--- src/rtl/cdfs_pkg.sv ---
package cdfs_pkg;

	// Default sizes of the stores
	localparam int unsigned IMAGE_DEPTH_DEF = 4096;
	localparam int unsigned MAX_COLORS_DEF  = 8;

	// Fixed-point constants
	localparam logic [16:0] ONE_Q16 = 17'h10000;
	localparam logic [15:0] CEIL_SQ = 16'd65025;

	// Item commands
	localparam logic [1:0] CMD_LOAD_PIXEL = 2'd0;
	localparam logic [1:0] CMD_LOAD_KEY   = 2'd1;
	localparam logic [1:0] CMD_SAMPLE     = 2'd2;

	// Configuration register indexes
	localparam logic [2:0] REG_IMAGE_WIDTH  = 3'd0;
	localparam logic [2:0] REG_IMAGE_HEIGHT = 3'd1;
	localparam logic [2:0] REG_COLOR_COUNT  = 3'd2;
	localparam logic [2:0] REG_START_DIST   = 3'd3;
	localparam logic [2:0] REG_END_DIST     = 3'd4;

	typedef struct packed {
		logic [1:0]  cmd;
		logic [11:0] slot;
		logic [23:0] rgb;
		logic [16:0] u_coord;
		logic [16:0] v_coord;
		logic        point_rejected;
	} in_item_t;

	typedef struct packed {
		logic [16:0] falloff_value;
		logic        sample_done;
	} out_item_t;

	// Controller to datapath
	typedef struct packed {
		logic capture;
		logic decode;
		logic xy;
		logic addr;
		logic load_pix;
		logic cmp;
		logic sqrt_init;
		logic sqrt_step;
		logic ramp;
		logic div_step;
		logic load_out;
	} dp_cmd_t;

	// Datapath to controller
	typedef struct packed {
		logic sample_go;
		logic no_keys;
		logic last_key;
		logic iter_last;
		logic ramp_direct;
	} dp_status_t;

endpackage

--- src/rtl/cdfs_ctrl.sv ---
module cdfs_ctrl (
	input  logic                clk,
	input  logic                arst_n,
	input  logic                in_valid,
	output logic                in_ready,
	output logic                out_valid,
	input  logic                out_ready,
	input  cdfs_pkg::dp_status_t st,
	output cdfs_pkg::dp_cmd_t    cmd
);

	localparam logic [3:0] S_IDLE = 4'd0;
	localparam logic [3:0] S_DEC  = 4'd1;
	localparam logic [3:0] S_XY   = 4'd2;
	localparam logic [3:0] S_ADDR = 4'd3;
	localparam logic [3:0] S_RDW  = 4'd4;
	localparam logic [3:0] S_CMP  = 4'd5;
	localparam logic [3:0] S_SQRT = 4'd6;
	localparam logic [3:0] S_RAMP = 4'd7;
	localparam logic [3:0] S_DIV  = 4'd8;
	localparam logic [3:0] S_DONE = 4'd9;

	logic [3:0] state_q, state_d;
	logic       out_valid_q, out_free;

	assign in_ready  = (state_q == S_IDLE);
	assign out_valid = out_valid_q;
	assign out_free  = !out_valid_q || out_ready;

	// Next state and datapath commands
	always_comb begin
		state_d = state_q;
		cmd     = '0;
		unique case (state_q)
			S_IDLE: begin
				if (in_valid) begin
					cmd.capture = 1'b1;
					state_d     = S_DEC;
				end
			end
			S_DEC: begin
				cmd.decode = 1'b1;
				state_d    = st.sample_go ? S_XY : S_DONE;
			end
			S_XY: begin
				cmd.xy  = 1'b1;
				state_d = S_ADDR;
			end
			S_ADDR: begin
				cmd.addr = 1'b1;
				state_d  = S_RDW;
			end
			S_RDW: begin
				cmd.load_pix = 1'b1;
				if (st.no_keys) begin
					cmd.sqrt_init = 1'b1;
					state_d       = S_SQRT;
				end else begin
					state_d = S_CMP;
				end
			end
			S_CMP: begin
				cmd.cmp = 1'b1;
				if (st.last_key) begin
					cmd.sqrt_init = 1'b1;
					state_d       = S_SQRT;
				end
			end
			S_SQRT: begin
				cmd.sqrt_step = 1'b1;
				if (st.iter_last) begin
					state_d = S_RAMP;
				end
			end
			S_RAMP: begin
				cmd.ramp = 1'b1;
				state_d  = st.ramp_direct ? S_DONE : S_DIV;
			end
			S_DIV: begin
				cmd.div_step = 1'b1;
				if (st.iter_last) begin
					state_d = S_DONE;
				end
			end
			S_DONE: begin
				if (out_free) begin
					cmd.load_out = 1'b1;
					state_d      = S_IDLE;
				end
			end
			default: state_d = S_IDLE;
		endcase
	end

	// State and output valid
	always_ff @(posedge clk or negedge arst_n) begin
		if (!arst_n) begin
			state_q     <= S_IDLE;
			out_valid_q <= 1'b0;
		end else begin
			state_q <= state_d;
			if (cmd.load_out) begin
				out_valid_q <= 1'b1;
			end else if (out_ready) begin
				out_valid_q <= 1'b0;
			end
		end
	end

endmodule

--- config.mk ---
export PLATFORM = sky130hd
export DESIGN_NAME = cdfs_ctrl
export DESIGN_NICKNAME = d
export VERILOG_FILES = /design/src/rtl/cdfs_pkg.sv /design/src/rtl/cdfs_ctrl.sv
export SDC_FILE = /design/constraint.sdc
export NUM_CORES = 1
export LEC_CHECK = 0
export BUFFER_PORTS_ARGS = -buffer_cell sky130_fd_sc_hd__buf_2
export CAP_MARGIN = 40
export CORE_AREA = 2 2 39 41
export DETAILED_ROUTE_END_ITERATION = 7
export DIE_AREA = 0 0 41 43
export GPL_TIMING_DRIVEN = 0
export HOLD_SLACK_MARGIN = 0.06
export MAX_ROUTING_LAYER = met4
export PLACE_DENSITY_LB_ADDON = 0.1
export SETUP_SLACK_MARGIN = 0.15
export SYNTH_ARGS = -nofsm -noshare
export SYNTH_HDL_FRONTEND = slang
export SYNTH_SLANG_ARGS = --single-unit
--- constraint.sdc ---
create_clock -name clk -period 4.25 [get_ports clk]
set_clock_uncertainty 0.15 [all_clocks]
set_input_delay 1.275 -clock clk [delete_from_list [all_inputs] [get_ports clk]]
set_output_delay 1.275 -clock clk [all_outputs]
set_load 0.02 [all_outputs]
After elaboration in Yosys (flattened, before gate mapping)
Cells that the tools add are included.
Word-level totals
  input port bits: 9
  word-level logic and storage cells: 47
  register bits after elaboration: 5
  output and inout bits: 13
Cells by class
  reduce and logical (&&, ||, !) cells: 5
  eq/ne operators: 14
  mux-type cells: 26
Operators with widths (count)
  4-bit case mux with 10 select lines: 1
  4-bit two-way mux: 6
  1-bit two-way mux: 17
  4-bit by 3-bit equality test with 1-bit output (second input constant): 4
  2-bit != test (second input constant): 5
  4-bit by 2-bit equality test with 1-bit output (second input constant): 2
  4-bit equality test (second input constant): 2
  5-bit AND reduction: 1
  4-bit by 1-bit equality test with 1-bit output (second input constant): 1
  4-bit zero test: 1
  2-bit two-way mux: 1
  1-bit case mux with 2 select lines: 1
  2-bit nonzero test: 1
  1-bit zero test: 1
  1-bit logical OR: 1

Depth between registers and ports, before layout
Gate-level depths: netlist (run 1).
  depth in word-level cells: 5
  mapped depth: 5
  mapped depth without buffers: 4

Worst setup path before layout (run 1)
No wires, ideal clock.
  path kind: input-to-output
  from: in st[2] (netlist name)
  to: out cmd[4] (netlist name)
  path slack: 1.039 ns
  data required time: 2.825 ns
  stages: 2
  arrival time: 1.786 ns
  buffers on the path: 0
  path through: mux2i_1 nor3_1
RTL lines
  start: declaration: line cdfs_ctrl.sv:8  | input cdfs_pkg::dp_status_t st,
  end: declaration: line cdfs_ctrl.sv:9  | output cdfs_pkg::dp_cmd_t cmd

==> results of run 1 <==
metrics by stage:
stage	hold WS (ns)	power [mW]	instances
final	0.415	0.442	100
after detailed placement	0.413	0.391	96
after global routing	0.464	0.478	100
after global placement	0.410	0.391	96
after CTS	0.422	0.447	100
after floorplan	0.412	0.311	59
layer usage:
layer / track usage / share of wire / vias to the layer above
met2: 0.228 / 0.48 / 13
met5: - / 0 / -
met4: 0.0600 / 0 / 0
met3: 0.0157 / 0.060 / 0
met1: 0.197 / 0.46 / 222
li1: - / - / 258
worst paths after layout:
check,to,slack (ns)
worst max-delay path,cmd[4],1.08
worst min-delay path,out_valid$_DFFE_PN0P_,0.41
worst max register to register,state_q[1]$_DFFE_PN0P_,2.69
worst min register to register,out_valid$_DFFE_PN0P_,0.41
max in group asynchronous,state_q[1]$_DFFE_PN0P_,3.14
min in group asynchronous,out_valid$_DFFE_PN0P_,0.69
worst reg2reg max path, stage by stage (launching register included):
cell and delay [ns]:
sky130_fd_sc_hd__dfrtp_1 0.37, sky130_fd_sc_hd__nand2b_1 0.15, sky130_fd_sc_hd__buf_6 0.13, sky130_fd_sc_hd__or3b_1 0.36, sky130_fd_sc_hd__a21oi_2 0.16, sky130_fd_sc_hd__o31ai_1 0.10
power by group:
part	internal [mW]	switching [mW]
combinational	0.117	0.186
clock	0.0355	0.0193
sequential	0.0688	0.0158
placed cells by master (no fill, tap or decap):
| cell | Yosys | final |
|---|---|---|
| sky130_fd_sc_hd__nor2_1 | 8 | 8 |
| sky130_fd_sc_hd__o21ai_1 | 1 | 1 |
| sky130_fd_sc_hd__a21oi_2 | 1 | 1 |
| sky130_fd_sc_hd__dfrtp_1 | 5 | 5 |
| sky130_fd_sc_hd__o21ai_0 | 3 | 3 |
| sky130_fd_sc_hd__nor3b_1 | 1 | 1 |
| sky130_fd_sc_hd__nand2b_1 | 3 | 3 |
| sky130_fd_sc_hd__a21oi_1 | 3 | 3 |
| sky130_fd_sc_hd__and2_1 | 1 | 1 |
| sky130_fd_sc_hd__o21bai_1 | 1 | 1 |
| sky130_fd_sc_hd__nor3_1 | 5 | 5 |
| sky130_fd_sc_hd__o31a_1 | 1 | 1 |
| sky130_fd_sc_hd__inv_1 | 3 | 3 |
| sky130_fd_sc_hd__nand3_1 | 1 | 1 |
| sky130_fd_sc_hd__mux2i_1 | 2 | 2 |
| sky130_fd_sc_hd__nor4_1 | 1 | 1 |
| sky130_fd_sc_hd__o31ai_1 | 2 | 2 |
| sky130_fd_sc_hd__a211oi_1 | 1 | 1 |
| sky130_fd_sc_hd__clkbuf_1 | 0 | 1 |
| sky130_fd_sc_hd__clkbuf_4 | 0 | 3 |
| sky130_fd_sc_hd__buf_2 | 4 | 25 |
| sky130_fd_sc_hd__or3b_1 | 1 | 1 |
| sky130_fd_sc_hd__nand2_1 | 4 | 4 |
| sky130_fd_sc_hd__nand4bb_1 | 1 | 1 |
| sky130_fd_sc_hd__a221o_1 | 1 | 1 |
| sky130_fd_sc_hd__buf_6 | 1 | 1 |
| sky130_fd_sc_hd__xor2_1 | 1 | 1 |
| sky130_fd_sc_hd__or3_1 | 3 | 3 |
kinds of logic (layout without fill, tap and decap cells):
| family | Yosys count | count (layout) |
|---|---|---|
| flip-flops | 5 | 5 |
| buffers and inverters | 8 | 33 |
| XOR/XNOR | 1 | 1 |
| AND/OR/NAND/NOR | 29 | 29 |
| multiplexers | 2 | 2 |
| AO/OA/AOI/OAI | 14 | 14 |
final cells by class:
type / count / area share
clock buffer: 4 / 0.0443
multi-input combinational: 46 / 0.462
inverter: 3 / 0.0190
tap: 16 / 0.0338
sequential: 5 / 0.211
timing repair buffer: 21 / 0.177
buffer: 5 / 0.0527
registers in the layout (all words and copies together) (netlist names):
signal and count:
state_q 4, out_valid 1
==> reports/qor.tcl, run 1 <==
set qor(final-hold-violation-count) 0
set qor(synth_commonest_cells) {sky130_fd_sc_hd__nor2_1 (8), sky130_fd_sc_hd__dfrtp_1 (5), sky130_fd_sc_hd__nor3_1 (5)}
set qor(global_route.overflow_total) 0
set qor(path_common_cell) {sky130_fd_sc_hd__buf_2}
set qor(timing.hold.worst.class) {flop to flop}
set qor(finalInstanceArea_um2) 593
set qor(antenna_found_initial) 0
set qor(timing.final.setup_violations) 0
set qor(area_growth_syn_to_layout_pct) 34.3
set qor(clk_path_buf_depth) 2
set qor(post-route-util) 0.429
set qor(place.detailed.hpwl_um) 875
set qor(mux_share_of_post_synthesis_cell_area) 0.0453
set qor(postPlaceCellArea_um2) 567
set qor(drc) 0
set qor(yosys_warnings) 0
set qor(cts.hold.buffers_added) 0
set qor(dieArea_um2) 1760
set qor(final.period_utilization) 0.747
set qor(post-place-ws_ns) 1.07
set qor(gpl.final_weighted_congestion) 0.819
set qor(global_route_wire_length_before_repair_mm) 1.81
set qor(register_area_share_after_synthesis) 0.283
set qor(multi_input_area_um2) 274
set qor(die_h_um) 43
set qor(cts_tree) {done}
set qor(netlist-cell-type-count) 26
set qor(hold_start) {out_valid$_DFFE_PN0P_}
set qor(synth_compound_gate_area_share) 0.210
set qor(area.sequential_um2) 125
set qor(yosys.area_share.xor_xnor) 0.0198
set qor(placement.io_buffers) 21
set qor(clock.fmax_mhz) 315
set qor(clkTransAtPathRegs_ns) 0.04
set qor(leakagePower_nw) 0.302
set qor(most_frequent_cell_after_synthesis) {sky130_fd_sc_hd__nor2_1}
set qor(holdPathStages) 2
set qor(core-area_um2) 1380
set qor(antenna-diode-count) 0
set qor(worst_ep_arrival_time_ns) 1.75
set qor(first_pass_iteration_count_of_the_detailed_router) 4
set qor(ctsHtreeMaxLevel) 1
set qor(transition_time_at_the_pin_with_the_least_slew_margin_ns) 0.331
set qor(synth_fa_ha_area_frac) 0
set qor(cts_resized) 0
set qor(power_density_nw_per_um2) 745
set qor(worst_r2r_startpoint) {state_q[3]$_DFFE_PN0P_}
set qor(critical_path_cell_count) 4
set qor(fp.dieW_um) 41
set qor(avgSynthCellArea_um2) 7.49
set qor(synthDominantAreaCellType) {sky130_fd_sc_hd__dfrtp_1}
set qor(floorplan.initialDensity) 0.319
set qor(final_nets) 94
set qor(grt_pass1_vias) 447
set qor(end_kind) {output pin}
set qor(power.ir.vdd_worst_mv) 0.271
set qor(avgViaCountPerCell) 4.93
set qor(cp-startpoint) {st[3]}
set qor(total_via_count_in_the_routed_design) 493
set qor(main_combinational_cell_family_by_area_after_synthesis) {simple AND/OR/NAND/NOR gates}
set qor(cpPeakStageDelay_ns) 0.19
set qor(netlist_instances) 59
set qor(cp.required_ns) 2.82
set qor(placementRows) 14
set qor(critical-path-slowest-cell) {sky130_fd_sc_hd__buf_2}
set qor(cts_root_buf) {sky130_fd_sc_hd__clkbuf_4}
set qor(synth-seq-cells) 5
set qor(detail_route.iter0.violations) 8
set qor(final_layout_size_suffix_gt1_frac) 0.357
set qor(grt_max_degree) 11
set qor(grt_util_all_layers) 0.150
set qor(synth_enable_flop_cells) 0
set qor(timing.slew.headroom) 0.777
set qor(clock_sinks) 5
set qor(worst-path-max-fanout) 3
set qor(tns_ns) 0
set qor(filler_cell_count) 152
set qor(io_pins) 22
set qor(criticalPathCategory) {input port to output pin}
set qor(yosys_most_used_dff) {sky130_fd_sc_hd__dfrtp_1}
set qor(worst_skew_pair.late_latency_ns) 0.24
set qor(routed_wirelength_mm) 1.13
set qor(worst-path-buf-inv) 2
set qor(max_cap_viol_count) 0
set qor(worst_r2r_path_depth) 5
set qor(syn-cell-area_um2) 442
set qor(ant_nets) 0
set qor(cts_post_setup_buffers_inserted) 0
set qor(worst_slack_ns) 1.08
set qor(async_set_or_reset_flop_fraction_in_the_synthesized_netlist) 1.00
set qor(cts_inserted_buffers) 3
set qor(route.detailed.wl_per_inst_um) 11.3
set qor(mappedNetlistNets) 68
set qor(minimum_clock_period_ns) 3.17
set qor(yosys.area_share.simple) 0.346
set qor(maxSlewViolCount) 0
set qor(path_delay_family) {buffers and inverters}
set qor(critical_path.startpoint_type) {input port}
set qor(cells_along_the_critical_path) {buf_2 > mux2i_1 > nor3_1 > buf_2}
set qor(run_status) {completed}
set qor(synthDominantCellAreaShare) 0.283
set qor(synth.area.top_cells) {sky130_fd_sc_hd__dfrtp_1 (28%), sky130_fd_sc_hd__nor2_1 (6.8%), sky130_fd_sc_hd__nor3_1 (5.7%), sky130_fd_sc_hd__buf_2 (4.5%), sky130_fd_sc_hd__mux2i_1 (4.5%)}
set qor(rsz0062_at_grt) {no}
Power figures use the tool's default switching activity.
==> run 2: changes to the inputs <==
Settings changed: ABC_AREA set to 1.
Clock period 4.25 ns to 2.61 ns, I/O delays scaled along.
==> reports/qor.tcl, run 2 <==
set qor(run_status) {completed}
set qor(cts.hold.buffers_added) 0 ;# unchanged
set qor(route.detailed.wl_per_inst_um) 8.92 ;# -21%
set qor(most-common-layout-cells) {sky130_fd_sc_hd__nand2_1 (29), sky130_fd_sc_hd__buf_2 (21), sky130_fd_sc_hd__nor2_1 (19), sky130_fd_sc_hd__inv_1 (15), sky130_fd_sc_hd__nand3_1 (7)}
set qor(critical-path-slowest-cell) {sky130_fd_sc_hd__dfrtp_1}
set qor(maxSlewViolCount) 0 ;# unchanged
set qor(synthDominantCellAreaShare) 0.277 ;# -0.00628
set qor(cells_along_the_critical_path) {inv_2 > nand2_2 > nor2_1 > nand2_1 > nand2_1 > buf_2}
set qor(area.sequential_um2) 125 ;# unchanged
set qor(avgSynthCellArea_um2) 5.38 ;# -28%
set qor(grt_util_all_layers) 0.151 ;# +0.00104
set qor(timing.rr.end) {state_q[0]$_DFFE_PN0P_}
set qor(first_pass_iteration_count_of_the_detailed_router) 4 ;# unchanged
set qor(leakagePower_nw) 0.410 ;# +36%
set qor(criticalPathCategory) {flop to output pin}
set qor(mappedNetlistNets) 93 ;# +37%
set qor(largest_register) {state_q}
set qor(antenna-diode-count) 0 ;# unchanged
set qor(final-hold-violation-count) 0 ;# unchanged
set qor(worst_r2r_path_depth) 8 ;# +3
set qor(place.detailed.hpwl_um) 966 ;# +10%
set qor(cp.required_ns) 1.68 ;# -1.14 ns
set qor(final.period_utilization) 0.874
set qor(minimum_clock_period_ns) 2.28
set qor(synth.area.top_cells) {sky130_fd_sc_hd__dfrtp_1 (28%), sky130_fd_sc_hd__nand2_1 (24%), sky130_fd_sc_hd__nor2_1 (16%), sky130_fd_sc_hd__inv_1 (12%), sky130_fd_sc_hd__nand3_1 (7.8%)}
set qor(grt_pass1_vias) 430 ;# -3.8%
set qor(power_density_nw_per_um2) 1170 ;# +58%
set qor(gpl.final_weighted_congestion) 0.762 ;# -6.9%
set qor(netlist-cell-type-count) 12 ;# -54%
set qor(dpl.cell_count) 121 ;# +26%
set qor(yosys_warnings) 0 ;# unchanged
set qor(transition_time_at_the_pin_with_the_least_slew_margin_ns) 0.264 ;# -0.0673 ns
set qor(clock.fmax_mhz) 438
set qor(cts_resized) 0 ;# unchanged
set qor(async_set_or_reset_flop_fraction_in_the_synthesized_netlist) 1.00 ;# unchanged
set qor(timing.final.setup_violations) 0 ;# unchanged
set qor(total_via_count_in_the_routed_design) 555 ;# +13%
set qor(power.ir.vdd_worst_mv) 0.498 ;# +83%
set qor(critical_path.startpoint_type) {flop}
set qor(antenna_found_initial) 0 ;# unchanged
set qor(largest_register_ff_count) 4 ;# unchanged
set qor(cts_root_buf) {sky130_fd_sc_hd__clkbuf_4}
set qor(die_h_um) 43 ;# unchanged
set qor(floorplan.initialDensity) 0.326 ;# +0.00723
set qor(synthDominantAreaCellType) {sky130_fd_sc_hd__dfrtp_1}
set qor(detail_route.iter0.violations) 12 ;# +4
set qor(synth-seq-cells) 5 ;# unchanged
set qor(rsz0062_at_grt) {no}
set qor(io_pins) 22 ;# unchanged
set qor(drc) 0 ;# unchanged
set qor(path_common_cell) {sky130_fd_sc_hd__nand2_1}
set qor(timing.slew.headroom) 0.824 ;# +0.0461
set qor(regToRegSetupSlack_ns) 1.20 ;# -1.49 ns
set qor(cpPeakStageDelay_ns) 0.43 ;# +0.24 ns
set qor(grt_max_degree) 7 ;# -4
set qor(syn-cell-area_um2) 452 ;# +2.3%
set qor(fp.dieW_um) 41 ;# unchanged
set qor(ant_nets) 0 ;# unchanged
set qor(filler_cell_count) 178 ;# +17%
set qor(ctsHtreeMaxLevel) 1 ;# unchanged
set qor(final_common_cell) {sky130_fd_sc_hd__nand2_1}
set qor(post_layout_nonfiller_instances) 125 ;# +25%
set qor(final_nets) 119 ;# +27%
set qor(avgViaCountPerCell) 4.44 ;# -9.9%
set qor(placement.io_buffers) 21 ;# unchanged
set qor(routed_wirelength_mm) 1.12 ;# -0.98%
set qor(cts_tree) {done}
set qor(global_route.overflow_total) 0 ;# unchanged
set qor(most_frequent_cell_after_synthesis) {sky130_fd_sc_hd__nand2_1}
set qor(worst_skew_pair.late_latency_ns) 0.24 ;# about the same
set qor(placementRows) 14 ;# unchanged
set qor(synth_enable_flop_cells) 0 ;# unchanged
set qor(global_route_wire_length_before_repair_mm) 1.66 ;# -8.4%
set qor(worst_r2r_startpoint) {state_q[1]$_DFFE_PN0P_}
set qor(multi_input_area_um2) 267 ;# -2.7%
set qor(register_area_share_after_synthesis) 0.277 ;# -0.00628
set qor(tns_ns) 0 ;# unchanged
set qor(timing.hold.worst.class) {input port to asynchronous set/reset pin}
set qor(dieArea_um2) 1760 ;# unchanged
set qor(area_growth_syn_to_layout_pct) 33.5
set qor(clock_sinks) 5 ;# unchanged
set qor(clkTransAtPathRegs_ns) 0.04 ;# about the same
set qor(synth_commonest_cells) {sky130_fd_sc_hd__nand2_1 (29), sky130_fd_sc_hd__nor2_1 (19), sky130_fd_sc_hd__inv_1 (15)}
set qor(netlist_instances) 84 ;# +42%
set qor(yosys_most_used_dff) {sky130_fd_sc_hd__dfrtp_1}
set qor(final_layout_size_suffix_gt1_frac) 0.266 ;# -0.0911
set qor(cts_post_setup_buffers_inserted) 0 ;# unchanged
set qor(core-area_um2) 1380 ;# unchanged
set qor(cts_inserted_buffers) 3 ;# unchanged
set qor(max_cap_viol_count) 0 ;# unchanged
set qor(end_kind) {output pin}
set qor(worst-path-max-fanout) 5 ;# +2
set qor(clk_path_buf_depth) 2 ;# unchanged
set qor(worst_ep_arrival_time_ns) 1.35 ;# -0.40 ns
[run 2: changes by cell type in the layout (fill, tap and decap cells not counted), moves of 3 or more]
| cell | before | now |
|---|---|---|
| sky130_fd_sc_hd__inv_1 | 3 | 15 |
| sky130_fd_sc_hd__nand2b_1 | 3 | 0 |
| sky130_fd_sc_hd__nor2_1 | 8 | 19 |
| sky130_fd_sc_hd__nand2_1 | 4 | 29 |
| sky130_fd_sc_hd__nor3_1 | 5 | 0 |
| sky130_fd_sc_hd__or3_1 | 3 | 0 |
| sky130_fd_sc_hd__nand3_1 | 1 | 7 |
| sky130_fd_sc_hd__buf_2 | 25 | 21 |
[run 2: cell families (layout without fill, tap and decap cells)]
group                  Yosys count  in the layout  share of synthesized area
and+or+nand+nor                 60             60                      0.557
buffers and inverters           16             41                      0.133
DFF                              5              5                      0.277
AOI/OAI and AO/OA                3              3                     0.0332
[run 2: critical path: cells and delay by family, from the launching register on]
kind | cells | cell delay [ns]
buffers and inverters | 2 | 0.27
DFF | 1 | 0.43
and+or+nand+nor | 4 | 0.42
[run 2: metrics by stage]
stage | utilization | instance area, um^2 | hold slack, ns | setup slack (ns) | total power, mW
floorplan | - | 452 | 0.337 | 0.462 | 0.494
global placement | 0.417 | 577 | 0.406 | 0.455 | 0.625
detailed placement | 0.417 | 577 | 0.397 | 0.451 | 0.630
CTS | 0.436 | 603 | 0.190 | 0.302 | 0.721
global route | 0.436 | 603 | 0.183 | 0.196 | 0.797
finish | 0.436 | 603 | 0.193 | 0.328 | 0.708
[run 2: layout make-up]
class	instances	share of cell area
sequential	5	0.207
timing repair buffer	21	0.174
inverter	16	0.0996
tap	16	0.0332
multi-input combinational	63	0.442
clock buffer	4	0.0436
[run 2: worst max-delay path by stage]
stage                                 startpoint  endpoint  slack (ns)  depth (start not counted)
after floorplan           state_q[3]$_DFFE_PN0P_    cmd[4]        0.46                          5
after global placement                 out_ready    cmd[0]        0.45                          4
after detailed placement               out_ready    cmd[0]        0.45                          4
after CTS                 state_q[3]$_DFFE_PN0P_    cmd[4]        0.30                          6
after global routing      state_q[3]$_DFFE_PN0P_    cmd[4]        0.20                          6
final                     state_q[3]$_DFFE_PN0P_    cmd[4]        0.33                          6
[run 2: routing by layer]
layer,vias to the layer above,part of all wire,global-route usage
met5,-,0,-
li1,301,-,-
met4,0,0.012,0.0800
met1,232,0.45,0.174
met3,2,0.078,0.0628
met2,20,0.46,0.216
[run 2: power breakdown]
group | leakage (nW) | internal, mW | switching [mW]
sequential | 0.0651 | 0.112 | 0.0353
clock | 0.0150 | 0.0577 | 0.0298
combinational | 0.330 | 0.149 | 0.325
==> run 3: changes to the inputs <==
Settings changed: CTS_BUF_LIST set to sky130_fd_sc_hd__clkbuf_16.
==> reports/qor.tcl, run 3 (synthesis gave the netlist of run 2 again) <==
set qor(run_status) {completed}
set qor(timing.hold.worst.class) {input port to asynchronous set/reset pin}
set qor(rsz0062_at_grt) {no}
set qor(cp.required_ns) 1.68 ;# about the same
set qor(seqPwrFrac) 0.169 ;# -0.039
set qor(drc) 0 ;# unchanged
set qor(io_pins) 22 ;# unchanged
set qor(maxSlewViolCount) 0 ;# unchanged
set qor(grt_max_degree) 7 ;# unchanged
set qor(core-area_um2) 1380 ;# unchanged
set qor(end_kind) {output pin}
set qor(cts_inserted_buffers) 3 ;# unchanged
set qor(post-place-ws_ns) 0.451 ;# unchanged
set qor(global_route_wire_length_before_repair_mm) 1.67 ;# +0.79%
set qor(grt_util_all_layers) 0.155 ;# +0.00398
set qor(clkPwrFrac) 0.287 ;# +0.164
set qor(final_common_cell) {sky130_fd_sc_hd__nand2_1}
set qor(antenna-diode-count) 0 ;# unchanged
set qor(minimum_clock_period_ns) 2.27 ;# -0.0152 ns
set qor(gpl.final_weighted_congestion) 0.762 ;# unchanged
set qor(cts_post_setup_buffers_inserted) 0 ;# unchanged
set qor(final-hold-violation-count) 0 ;# unchanged
set qor(most-common-layout-cells) {sky130_fd_sc_hd__nand2_1 (29), sky130_fd_sc_hd__buf_2 (21), sky130_fd_sc_hd__nor2_1 (19), sky130_fd_sc_hd__inv_1 (16), sky130_fd_sc_hd__nand3_1 (7)}
set qor(max_cap_viol_count) 0 ;# unchanged
set qor(largest_register_ff_count) 4 ;# unchanged
set qor(timing.slew.headroom) 0.829 ;# +0.00582
set qor(post-route-util) 0.474 ;# +0.0380
set qor(final_layout_size_suffix_gt1_frac) 0.266 ;# unchanged
set qor(critical-path-slowest-cell) {sky130_fd_sc_hd__dfrtp_1}
set qor(cells_along_the_critical_path) {inv_2 > nand2_2 > nor2_2 > nand2_1 > nand2_1 > buf_2}
set qor(clkTransAtPathRegs_ns) 0.03 ;# about the same
set qor(ant_nets) 0 ;# unchanged
set qor(cts_root_buf) {sky130_fd_sc_hd__clkbuf_16}
set qor(critical_path.startpoint_type) {flop}
set qor(finalInstanceArea_um2) 656 ;# +8.7%
set qor(placement.io_buffers) 21 ;# unchanged
set qor(clk_path_buf_depth) 2 ;# unchanged
set qor(dpl.cell_count) 121 ;# unchanged
set qor(post_layout_nonfiller_instances) 125 ;# unchanged
set qor(worst-path-max-fanout) 5 ;# unchanged
set qor(timing.final.setup_violations) 0 ;# unchanged
set qor(detail_route.iter0.violations) 12 ;# unchanged
set qor(path_common_cell) {sky130_fd_sc_hd__nand2_1}
set qor(combinational_share_of_power) 0.544 ;# -0.125
set qor(postPlaceCellArea_um2) 577 ;# unchanged
set qor(global_route.overflow_total) 0 ;# unchanged
set qor(route.detailed.wl_per_inst_um) 9.33 ;# +4.6%
set qor(internal_power_mw) 0.460 ;# +44%
set qor(transition_time_at_the_pin_with_the_least_slew_margin_ns) 0.255 ;# -0.00870 ns
set qor(leakagePower_nw) 0.438 ;# +6.7%
set qor(final.period_utilization) 0.869 ;# -0.00583
set qor(largest_register) {state_q}
set qor(placementRows) 14 ;# unchanged
set qor(place.detailed.hpwl_um) 966 ;# unchanged
set qor(tns_ns) 0 ;# unchanged
set qor(final_nets) 119 ;# unchanged
set qor(fp.dieW_um) 41 ;# unchanged
set qor(grt_pass1_vias) 427 ;# -0.70%
set qor(clock_sinks) 5 ;# unchanged
set qor(ctsHtreeMaxLevel) 1 ;# unchanged
set qor(cts_tree) {done}
set qor(cpPeakStageDelay_ns) 0.43 ;# about the same
set qor(netSwitchingPower_mw) 0.412 ;# +5.8%
set qor(power_density_nw_per_um2) 1330 ;# +13%
set qor(power.ir.vdd_worst_mv) 0.880 ;# +77%
set qor(worst_skew_pair.late_latency_ns) 0.23 ;# about the same
set qor(die_h_um) 43 ;# unchanged
set qor(criticalPathCategory) {flop to output pin}
set qor(routed_wirelength_mm) 1.17 ;# +4.6%
set qor(worst_ep_arrival_time_ns) 1.33 ;# -0.02 ns
set qor(avgViaCountPerCell) 4.49 ;# +1.1%
set qor(cts.hold.buffers_added) 0 ;# unchanged
set qor(floorplan.initialDensity) 0.326 ;# unchanged
set qor(first_pass_iteration_count_of_the_detailed_router) 4 ;# unchanged
set qor(dieArea_um2) 1760 ;# unchanged
set qor(cts_resized) 0 ;# unchanged
set qor(clock.fmax_mhz) 441 ;# +0.67%
set qor(antenna_found_initial) 0 ;# unchanged
set qor(area_growth_syn_to_layout_pct) 45.2
set qor(switching_share) 0.473 ;# -0.0774
set qor(worst_slack_ns) 0.343 ;# +0.0152 ns
set qor(total_via_count_in_the_routed_design) 561 ;# +1.1%
==> run 3: power by group through the flow <==
stage               Clock, mW  Combinational (mW)  Sequential [mW]
floorplan                   0               0.347            0.147
global placement            0               0.477            0.148
detailed placement          0               0.483            0.147
CTS                     0.253               0.484            0.147
global route            0.261               0.543            0.153
finish                  0.250               0.475            0.147
==> run 3: cell type report <==
type                            count  area, um^2
Inverter                           16        60.1
Tap cell                           16        20.0
Clock buffer                        3        75.1
Fill cell                         168         728
Multi-Input combinational cell     63         267
Sequential cell                     5         125
Timing Repair Buffer               21         105
Clock inverter                      1        3.75
==> run 3: critical path: cells and delay by family (launching register included) <==
| family | cells | cell delay (ns) |
|---|---|---|
| buf+inv | 2 | 0.26 |
| flops | 1 | 0.43 |
| simple gates | 4 | 0.41 |
==> run 3: path summary, 6_finish.rpt <==
check	start	endpoint	slack (ns)	cells after the start
worst min register to register	out_valid$_DFFE_PN0P_	out_valid$_DFFE_PN0P_	0.41	2
max in group asynchronous	arst_n	out_valid$_DFFE_PN0P_	1.98	1
min in group clk	out_valid$_DFFE_PN0P_	out_valid$_DFFE_PN0P_	0.41	2
worst max-delay path	state_q[3]$_DFFE_PN0P_	cmd[4]	0.34	6
worst min-delay path	arst_n	state_q[1]$_DFFE_PN0P_	0.21	1
worst max register to register	state_q[1]$_DFFE_PN0P_	state_q[0]$_DFFE_PN0P_	1.20	8
==> run 3: through the flow <==
step           total power, mW  hold slack, ns
6_report                 0.872           0.206
3_3_place_gp             0.625           0.406
3_5_place_dp             0.630           0.397
5_1_grt                  0.957           0.212
2_1_floorplan            0.494           0.337
4_1_cts                  0.884           0.208
==> run 3: layer usage <==
| layer | GRT usage | up-vias | wire length, um |
|---|---|---|---|
| met2 | 0.231 | 19 | 546 |
| met3 | 0.0785 | 3 | 91 |
| met5 | - | - | 0 |
| met4 | 0.0600 | 0 | 21 |
| li1 | - | 300 | - |
| met1 | 0.170 | 239 | 507 |
